$ cat src/rtl/yuv_diff_sum_of_squares_macros.svh
// Assertion macros for the YUV squared-error accumulator
`ifndef YUV_DIFF_SUM_OF_SQUARES_MACROS_SVH
`define YUV_DIFF_SUM_OF_SQUARES_MACROS_SVH

// property that must hold at every edge outside reset
`define YDS_ASSERT(label, prop, msg) \
  label: assert property (@(posedge clk) disable iff (!rst_n) (prop)) else $error(msg);

// pre at one edge implies post at the next
`define YDS_ASSERT_NEXT(label, pre, post, msg) \
  label: assert property (@(posedge clk) disable iff (!rst_n) (pre) |=> (post)) else $error(msg);

`endif

$ cat src/rtl/yds_pkg.sv
// Package: widths, payload types and YUV matrix coefficients
`default_nettype none

package yds_pkg;

  localparam int COMPONENT_BITS = 12;
  localparam int COEF_FRAC_BITS = 14;
  localparam int LANES          = 3;

  localparam int DIFF_W = COMPONENT_BITS + 1;
  localparam int COEF_W = COEF_FRAC_BITS + 2;
  localparam int PROD_W = DIFF_W + COEF_W;
  localparam int SUM_W  = PROD_W + 2;
  localparam int MAG_W  = COMPONENT_BITS + 1;
  localparam int SQ_W   = 2 * MAG_W;
  localparam int ACC_W  = 63;

  localparam logic [ACC_W-1:0] ACC_MAX = {ACC_W{1'b1}};

  localparam int LANE_Y = 0;
  localparam int LANE_U = 1;
  localparam int LANE_V = 2;

  typedef logic signed [DIFF_W-1:0] diff_t;
  typedef logic signed [COEF_W-1:0] coef_t;
  typedef logic [SQ_W-1:0]          sq_t;

  typedef diff_t [0:2]      diff_vec_t;
  typedef coef_t [0:2]      coef_row_t;
  typedef sq_t [0:LANES-1]  sq_vec_t;

  typedef struct packed {
    logic [COMPONENT_BITS-1:0] ref_red;
    logic [COMPONENT_BITS-1:0] ref_green;
    logic [COMPONENT_BITS-1:0] ref_blue;
    logic [COMPONENT_BITS-1:0] test_red;
    logic [COMPONENT_BITS-1:0] test_green;
    logic [COMPONENT_BITS-1:0] test_blue;
    logic                      last_pixel;
  } in_item_t;

  typedef struct packed {
    logic [ACC_W-1:0] luma_error_sum;
    logic [ACC_W-1:0] chroma_u_error_sum;
    logic [ACC_W-1:0] chroma_v_error_sum;
    logic             sum_saturated;
  } out_item_t;

  // pipeline control seen by the accumulator stage
  typedef struct packed {
    logic adv;
    logic valid;
    logic last;
  } pipe_ctl_t;

  // matrix entry in units of 1e-5 to signed fixed point, ties away from zero
  function automatic coef_t coef_of(input int k);
    longint unsigned m;
    longint unsigned c;
    m = longint'((k < 0) ? -k : k);
    c = ((m << COEF_FRAC_BITS) + 64'd50000) / 64'd100000;
    return (k < 0) ? -coef_t'(c) : coef_t'(c);
  endfunction

  localparam coef_row_t YUV_COEF [LANES] = '{
    '{coef_of(29900),  coef_of(58700),  coef_of(11400)},
    '{coef_of(-14713), coef_of(-28886), coef_of(43600)},
    '{coef_of(61500),  coef_of(-51499), coef_of(-10001)}
  };

endpackage

`default_nettype wire

$ cat src/rtl/yds_lane.sv
// One matrix row: three products, rounded magnitude, square
`default_nettype none

module yds_lane
  import yds_pkg::*;
(
  input  logic      clk,
  input  logic      adv,
  input  diff_vec_t diff,
  input  coef_row_t coef,
  output sq_t       sq
);

  logic signed [PROD_W-1:0] prod_r   [3];
  logic signed [PROD_W-1:0] prod_nxt [3];
  logic signed [SUM_W-1:0]  row_sum;
  logic        [SUM_W-1:0]  abs_sum;
  logic        [SUM_W-1:0]  rnd_sum;
  logic        [MAG_W-1:0]  mag_r;
  logic        [MAG_W-1:0]  mag_nxt;
  sq_t                      sq_r;
  sq_t                      sq_nxt;

  always_comb begin
    for (int j = 0; j < 3; j++) begin
      prod_nxt[j] = $signed(diff[j]) * $signed(coef[j]);
    end
    row_sum = SUM_W'(prod_r[0]) + SUM_W'(prod_r[1]) + SUM_W'(prod_r[2]);
    abs_sum = row_sum[SUM_W-1] ? -row_sum : row_sum;
    rnd_sum = abs_sum + (SUM_W'(1) << (COEF_FRAC_BITS - 1));
    mag_nxt = rnd_sum[COEF_FRAC_BITS +: MAG_W];
    sq_nxt  = mag_r * mag_r;
  end

  always_ff @(posedge clk) begin
    if (adv) begin
      for (int j = 0; j < 3; j++) begin
        prod_r[j] <= prod_nxt[j];
      end
      mag_r <= mag_nxt;
      sq_r  <= sq_nxt;
    end
  end

  assign sq = sq_r;

endmodule

`default_nettype wire

$ cat src/rtl/yds_merge.sv
// Saturating accumulators for Y, U and V and the result register
`default_nettype none
`include "yuv_diff_sum_of_squares_macros.svh"

module yds_merge
  import yds_pkg::*;
(
  input  logic      clk,
  input  logic      rst_n,
  input  pipe_ctl_t ctl,
  input  sq_vec_t   sq,
  input  logic      out_stall,
  output logic      out_valid,
  output out_item_t out_item
);

  logic [ACC_W-1:0] acc_r   [LANES];
  logic [ACC_W-1:0] acc_nxt [LANES];
  logic [ACC_W:0]   tot     [LANES];
  logic [LANES-1:0] ovf;
  logic             clip_r;
  logic             clip_nxt;
  logic             out_valid_r;
  out_item_t        out_r;
  logic             take;
  logic             acc_clear;
  logic             out_pinned;

  assign take = ctl.adv && ctl.valid;

  always_comb begin
    for (int k = 0; k < LANES; k++) begin
      tot[k]     = {1'b0, acc_r[k]} + (ACC_W + 1)'(sq[k]);
      ovf[k]     = tot[k][ACC_W];
      acc_nxt[k] = ovf[k] ? ACC_MAX : tot[k][ACC_W-1:0];
    end
    clip_nxt = clip_r | (|ovf);
  end

  always_ff @(posedge clk) begin
    if (!rst_n) begin
      for (int k = 0; k < LANES; k++) begin
        acc_r[k] <= '0;
      end
      clip_r      <= 1'b0;
      out_valid_r <= 1'b0;
    end else begin
      if (take && ctl.last) begin
        out_valid_r <= 1'b1;
      end else if (out_valid_r && !out_stall) begin
        out_valid_r <= 1'b0;
      end
      if (take) begin
        if (ctl.last) begin
          for (int k = 0; k < LANES; k++) begin
            acc_r[k] <= '0;
          end
          clip_r <= 1'b0;
        end else begin
          for (int k = 0; k < LANES; k++) begin
            acc_r[k] <= acc_nxt[k];
          end
          clip_r <= clip_nxt;
        end
      end
    end
  end

  always_ff @(posedge clk) begin
    if (take && ctl.last) begin
      out_r.luma_error_sum     <= acc_nxt[LANE_Y];
      out_r.chroma_u_error_sum <= acc_nxt[LANE_U];
      out_r.chroma_v_error_sum <= acc_nxt[LANE_V];
      out_r.sum_saturated      <= clip_nxt;
    end
  end

  assign out_valid = out_valid_r;
  assign out_item  = out_r;

  assign acc_clear  = acc_r[LANE_Y] == '0 && acc_r[LANE_U] == '0 &&
                      acc_r[LANE_V] == '0 && !clip_r;
  assign out_pinned = out_r.luma_error_sum == ACC_MAX ||
                      out_r.chroma_u_error_sum == ACC_MAX ||
                      out_r.chroma_v_error_sum == ACC_MAX;

  // a last pixel must never overwrite a result still waiting
  `YDS_ASSERT(a_no_overwrite, !(take && ctl.last && out_valid_r && out_stall), "result overwritten")
  // sums and flag restart from zero after a last pixel
  `YDS_ASSERT_NEXT(a_clear, take && ctl.last, acc_clear, "accumulators not cleared")
  // a new result only follows a last pixel
  `YDS_ASSERT(a_rise_src, $rose(out_valid_r) |-> $past(take && ctl.last), "spurious result")
  // a flagged result has at least one sum pinned at full scale
  `YDS_ASSERT(a_sat_flag, (out_valid_r && out_r.sum_saturated) |-> out_pinned, "flag without clip")

endmodule

`default_nettype wire

$ cat src/rtl/yuv_diff_sum_of_squares.sv
// Top level: YUV squared-error accumulator over one image, three parallel lanes
//
//  channel | direction | handshake          | payload
//  in_     | input     | in_valid/in_stall  | in_item  (pixel pair, last flag)
//  out_    | output    | out_valid/out_stall| out_item (three sums, clip flag)
//
// One pixel pair per cycle while in_stall is low; difference, product, round,
// square and accumulate registers follow one another, the first loaded at the
// transfer edge, and the result is registered as the last pixel is accumulated.
// rst_n clears sums, flag and stage valids.
// Input stalls only while a last pixel sits at the accumulate stage and the
// previous result is still waiting on out_stall.
`default_nettype none

module yuv_diff_sum_of_squares
  import yds_pkg::*;
(
  input  logic      clk,
  input  logic      rst_n,
  input  logic      in_valid,
  output logic      in_stall,
  input  in_item_t  in_item,
  output logic      out_valid,
  input  logic      out_stall,
  output out_item_t out_item
);

  logic      adv;
  logic      in_xfer;
  logic      out_valid_w;
  logic [3:0] vld_r;
  logic [3:0] lst_r;
  diff_vec_t diff_r;
  diff_vec_t diff_nxt;
  sq_vec_t   sq_w;
  pipe_ctl_t ctl;

  assign adv      = !(vld_r[3] && lst_r[3] && out_valid_w && out_stall);
  assign in_stall = !adv;
  assign in_xfer  = in_valid && adv;

  assign diff_nxt[0] = $signed({1'b0, in_item.ref_red})   - $signed({1'b0, in_item.test_red});
  assign diff_nxt[1] = $signed({1'b0, in_item.ref_green}) - $signed({1'b0, in_item.test_green});
  assign diff_nxt[2] = $signed({1'b0, in_item.ref_blue})  - $signed({1'b0, in_item.test_blue});

  always_ff @(posedge clk) begin
    if (!rst_n) begin
      vld_r <= '0;
      lst_r <= '0;
    end else if (adv) begin
      vld_r <= {vld_r[2:0], in_xfer};
      lst_r <= {lst_r[2:0], in_item.last_pixel};
    end
  end

  always_ff @(posedge clk) begin
    if (adv) begin
      diff_r <= diff_nxt;
    end
  end

  for (genvar k = 0; k < LANES; k++) begin : g_lane
    yds_lane u_lane (
      .clk  (clk),
      .adv  (adv),
      .diff (diff_r),
      .coef (YUV_COEF[k]),
      .sq   (sq_w[k])
    );
  end

  assign ctl.adv   = adv;
  assign ctl.valid = vld_r[3];
  assign ctl.last  = lst_r[3];

  yds_merge u_merge (
    .clk       (clk),
    .rst_n     (rst_n),
    .ctl       (ctl),
    .sq        (sq_w),
    .out_stall (out_stall),
    .out_valid (out_valid_w),
    .out_item  (out_item)
  );

  assign out_valid = out_valid_w;

endmodule

`default_nettype wire
$ cat config.mk
export PLATFORM = sky130hd
export DESIGN_NAME = yuv_diff_sum_of_squares
export DESIGN_NICKNAME = d
export VERILOG_FILES = /design/src/rtl/yds_pkg.sv /design/src/rtl/yds_lane.sv /design/src/rtl/yds_merge.sv /design/src/rtl/yuv_diff_sum_of_squares.sv
export VERILOG_INCLUDE_DIRS = /design/src /design/src/rtl
export SDC_FILE = /design/constraint.sdc
export NUM_CORES = 2
export LEC_CHECK = 0
export CORE_UTILIZATION = 35
export CTS_BUF_LIST = sky130_fd_sc_hd__clkbuf_8
export CTS_CLUSTER_DIAMETER = 30
export DETAILED_ROUTE_END_ITERATION = 10
export DONT_BUFFER_PORTS = 1
export HOLD_SLACK_MARGIN = 0.1
export PLACE_DENSITY = 0.54
export SYNTH_ARGS = -nofsm -noshare
export SYNTH_HDL_FRONTEND = slang
export SYNTH_SLANG_ARGS = --single-unit
$ cat constraint.sdc
create_clock -name clk -period 23.4 [get_ports clk]
set_input_delay 4.68 -clock clk [delete_from_list [all_inputs] [get_ports clk]]
set_output_delay 4.68 -clock clk [all_outputs]
set_load 0.1 [all_outputs]
Word level (Yosys, flattened, before mapping):

Memories as Yosys holds them, arrays and structs flattened.
Index checks and enable logic that the tools add are counted.

* register bits after elaboration: 356
* bits in writable memories: 450
* bits of input ports: 77
* output and inout bits: 192
* logic and storage cells: 94
* memories kept: 4

Memories
* u_merge.acc_r: depth 3, width 63, rd ports 3, clocked after memory_dff 0, write ports 3, line yds_merge.sv:17 `logic [ACC_W-1:0] acc_r [LANES];`
* g_lane[0].u_lane.prod_r: depth 3, width 29, rd ports 3, clocked after memory_dff 0, write ports 3, line yds_lane.sv:14 `logic signed [PROD_W-1:0] prod_r [3];`
* g_lane[1].u_lane.prod_r: depth 3, width 29, rd ports 3, clocked after memory_dff 0, write ports 3, line yds_lane.sv:14
* g_lane[2].u_lane.prod_r: depth 3, width 29, rd ports 3, clocked after memory_dff 0, write ports 3, line yds_lane.sv:14

* add/subtract/negate cells: 18
* multipliers: 12
* mux-type cells: 25
* bitwise logic cells: 7
* reduce and logical (&&, ||, !) cells: 11

Operators by type and width (number)
* $mux 63: 9
* $add 63x26->64: 3
* $mul 13x14->27 const B: 4
* $add 30x29->31: 3
* $add 29x29->30: 3
* $add 27x14->27 const B: 3
* $mux 27: 3
* $neg 27->27: 3
* $mul 13x13->26: 3
* $mul 13x13->26 const B: 2
* $sub 12x12->13: 3
* $mul 13x15->28 const B: 1
* $mul 13x12->25 const B: 1
* $mul 13x10->23 const B: 1
* $mux 1: 13
* $logic_and 1x1->1: 7
* $or 1x1->1: 7
* $reduce_or 3->1: 1
* $logic_not 1->1: 2
* $reduce_bool 2->1: 1

Depth between registers and ports, before layout:

* word-level depth: 10
* depth in mapped cells: 25
* gate-level depth less buffers: 25

Cells and area by module:

Synthesis repeated with hierarchy kept, for this count alone.

* cells, all modules: 12689
* area, all modules: 124583.2 um^2

By module, submodules not included
* yds_lane (g_lane[2].u_lane): instances 1, cells each 3523, area an instance 33721.1 um^2, sequential area each 3753.6 um^2
* yds_lane (g_lane[0].u_lane): instances 1, cells each 3481, area an instance 33624.7 um^2, sequential area each 3753.6 um^2
* yds_lane (g_lane[1].u_lane): instances 1, cells each 3474, area an instance 33438.3 um^2, sequential area each 3753.6 um^2
* yds_merge: instances 1, cells each 1879, area an instance 20539.7 um^2, sequential area each 11421.0 um^2
* yuv_diff_sum_of_squares: instances 1, cells each 332, area an instance 3259.4 um^2, sequential area each 1331.3 um^2

Least setup slack after synthesis:

No wires, ideal clock.

* path type: input -> output
* start point: in out_stall
* end point: out in_stall
* data arrival time: 21.246 ns
* required time: 18.720 ns
* setup slack: -2.526 ns
* stages on the path: 2
* buffers on the path: 0
* cell sequence: nand4_1 -> clkinv_1

* cells in the longest elaborated chain, start to end: 1

Ends and longest elaborated chain
* from (decl): line yuv_diff_sum_of_squares.sv:24 `input logic out_stall,`
* $logic_and 1x1->1: line yuv_diff_sum_of_squares.sv:38 `assign adv = !(vld_r[3] && lst_r[3] && out_valid_w && out_stall);`
* to (decl): line yuv_diff_sum_of_squares.sv:21 `output logic in_stall,`

No other way between the ends.

Worst setup path after layout:

Ends and elaborated chain as after synthesis.

==> impl_metrics.env <==
export IMPL_timing_max_slew_rel_slack_pct=25.5
export IMPL_rsz0062_at_grt="false"
export IMPL_crit_slowest_cell="clkinv_1"
export IMPL_timing_rr_start="diff_r[13]"
export IMPL_report_final_hold_viol_count=0
export IMPL_post_synth_xor_area_fraction_pct=5.75
export IMPL_floorplan_rows=176
export IMPL_detailedRoute_firstPassIterationCount=6
export IMPL_mostFrequentLayoutCells="1621 x inv_1, 1168 x ha_1, 870 x fa_1, 759 x edfxtp_1, 499 x nand2_1"
export IMPL_slew_viol_final=0
export IMPL_path_delay_family="buffers and inverters"
export IMPL_r2r_slack_ps=16390
export IMPL_synth_ff_latch_count=769
export IMPL_global_route_wire_length_before_repair_um=307000
export IMPL_num_io_pins=269
export IMPL_post_route_drc_count=0
export IMPL_min_period_over_period_pct=43.9
export IMPL_initial_antenna_violation_count=14
export IMPL_post_route_cells_drive_above_1_share_pct=5.34
export IMPL_worstHoldPathType="flop to flop"
export IMPL_initial_core_util_pct=35.4
export IMPL_hpwl_um=156000
export IMPL_synth_yosys_warnings=0
export IMPL_synthSimpleGateAreaFrac_pct=9.36
export IMPL_critical_r2r_capture="g_lane[2].u_lane.prod_r[0][57]"
export IMPL_maxCapViolCount=0
export IMPL_status="finished, final reports clean"
export IMPL_synth_compound_area_share_pct=9.27
export IMPL_die_width_um=485
export IMPL_cell_chosen_for_the_clock_root="clkbuf_8"
export IMPL_yosys_cell_types_count=99
export IMPL_synth_adder_area_share_pct=39.2
export IMPL_dominant_combinational_cell_family_by_area_after_synthesis="adder cells"
export IMPL_muxShareOfSynthArea_pct=0.338
export IMPL_synth_top_cells_by_area="edfxtp_1 28%, fa_1 21%, ha_1 18%"
export IMPL_path_clk_slew_ps=60
export IMPL_final_cell_count_no_fill=11100
export IMPL_cp_max_fo=9
export IMPL_clock_tree_htree_level_count=4
export IMPL_register_area_um2=23000
export IMPL_crit_path_end_kind="output pin"
export IMPL_clock_sinks=769
export IMPL_holdWs_ps=468
export IMPL_core_area_um2=231000
export IMPL_chipHeight_um=485
export IMPL_synthToLayoutAreaGrowth_pct=9.91
export IMPL_path_buf_inv=1
export IMPL_globalRouteTotalUtil_pct=16.5
export IMPL_synth_area_um2=81700
export IMPL_grt_max_degree=143
export IMPL_yosys_area_top_type_share_pct=27.9
export IMPL_fp_dieArea_um2=235000
export IMPL_cp_start_kind="input pin"
export IMPL_crit_chain="nand4_1 -> clkinv_1"
export IMPL_finalCriticalPeriod_ps=10260
export IMPL_routed_wirelength_um=192000
export IMPL_tritoncts="yes"
export IMPL_cts_buffers=190
export IMPL_worst_slew_pin_transition_ps=1120
export IMPL_synth_enable_flop_cells=759
export IMPL_startpoint="out_stall"
export IMPL_util_after_layout_pct=38.9
export IMPL_vias_per_cell=4.86
export IMPL_wire_per_inst_um=17.3
export IMPL_syn_num_nets=9925
export IMPL_clk_insertion_delay_late_ps=960
export IMPL_reg2regPathDepth=21
export IMPL_initialDrtViolationCount=2706
export IMPL_timing_critical_path_slowest_cell_delay_ps=810
export IMPL_synthFlopType="edfxtp_1"
export IMPL_finish_net_count=10000
export IMPL_postcts_resize_cnt=0
export IMPL_filler_cell_count=22500
export IMPL_layout_commonest_cell="inv_1"
export IMPL_fin_ws_ps=13140
export IMPL_cts_root_to_sink_buffers=3
export IMPL_area_occupied_by_multi_input_gates_um2=52300
export IMPL_post_synth_cell_area_avg_um2=10.5
export IMPL_maxClockFrequency_ghz=0.0974
export IMPL_gp_congestion=0.884
export IMPL_ctsHoldBuffers=0
export IMPL_cts_post_setup_buffers_inserted=0
export IMPL_cp_depth=2
export IMPL_buffer_ports_inserted=0
export IMPL_final_antenna_net_count=0
export IMPL_synthCells=7810
export IMPL_critical_path_destination="in_stall"
export IMPL_final_setup_skew_ps=74.2
export IMPL_synth_seq_area_share_pct=28.1
export IMPL_place_inst=10700
export IMPL_arrival_ps=5580
export IMPL_vias_in_the_first_global_route=56100
export IMPL_setup_violations=0
export IMPL_async_flop_share_pct=0
export IMPL_timing_setup_critical_path_class="input pin to output pin"
export IMPL_synth_largest_area_cell="edfxtp_1"
export IMPL_via_count=54000
export IMPL_critical_path_required_ps=18720
export IMPL_grt_overflow_total=0
export IMPL_detailedPlace_worstSlack_ps=13150
[state kept, by name, indices dropped and copies added (netlist names)]
name,count
diff_r,39
g_lane.u_lane.mag_r,39
g_lane.u_lane.prod_r,227
g_lane.u_lane.sq,75
lst_r,4
u_merge.acc_r,189
u_merge.clip_r,1
u_merge.out_item,190
u_merge.out_valid,1
vld_r,4
[worst min-delay path: cells and delay by family, from the launching register on]
| family | cells | cell delay, ps |
|---|---|---|
| compound gates | 1 | 70 |
| flops | 1 | 310 |
| simple gates | 1 | 50 |
[synthesized netlist by cell type, types with 19 or more instances]
| master | count |
|---|---|
| a21o_1 | 126 |
| or3_1 | 35 |
| nor3_1 | 108 |
| o21bai_1 | 86 |
| nand3_1 | 118 |
| xor2_1 | 169 |
| nand2_1 | 502 |
| o21ai_0 | 126 |
| nor2b_1 | 54 |
| o211ai_1 | 37 |
| edfxtp_1 | 759 |
| o21a_1 | 50 |
| a211o_1 | 19 |
| nand2b_1 | 56 |
| a21oi_1 | 460 |
| or2_2 | 24 |
| inv_1 | 1604 |
| a31oi_1 | 59 |
| clkbuf_1 | 117 |
| xnor2_1 | 367 |
| nand4_1 | 41 |
| nor2_1 | 272 |
| and3_1 | 78 |
| a21boi_0 | 24 |
| fa_1 | 870 |
| a211oi_1 | 25 |
| ha_1 | 1168 |
| and2_1 | 149 |
[metal layers]
metal	global-route usage, %	part of all wire (%)	vias up
met5	0	0.014	-
met4	5.08	2.7	4
met3	2.30	4.3	265
met2	26.9	46	1082
met1	22.6	47	26300
li1	-	-	26300
[cell families after synthesis]
| logic type | after synthesis |
|---|---|
| buf+inv | 1727 |
| flops | 769 |
| simple gates | 1540 |
| compound gates | 1174 |
| xor+xnor | 536 |
| fa+ha+maj | 2038 |
| mux | 26 |
[worst min path at each step]
stage,from,slack [ps],depth (start not counted),endpoint
final,lst_r[1],470,2,lst_r[1]
after global routing,lst_r[2],480,2,lst_r[2]
after CTS,lst_r[1],470,2,lst_r[1]
after detailed placement,lst_r[2],460,1,lst_r[3]
after global placement,lst_r[1],450,2,lst_r[2]
after floorplan,lst_r[2],440,1,lst_r[3]
[area by class of cell]
type                       count  share of cell area [%]
multi-input combinational   5314                    58.2
sequential                   769                    25.6
tap                         3026                    4.22
inverter                    1605                    6.71
clock buffer                 193                    2.96
timing repair buffer          26                   0.231
antenna                        7                  0.0195
clock inverter               158                    2.06
[per-stage QoR]
stage | area (µm²) | TNS, ps
2_1_floorplan | 81700 | -2530
3_3_place_gp | 85300 | 0
3_5_place_dp | 85300 | 0
4_1_cts | 89800 | 0
5_1_grt | 89800 | 0
6_report | 89800 | 0
Power is left out: the tool's default activity adds up to more than one toggle a clock period on the data nets, which glitch-free logic cannot reach.
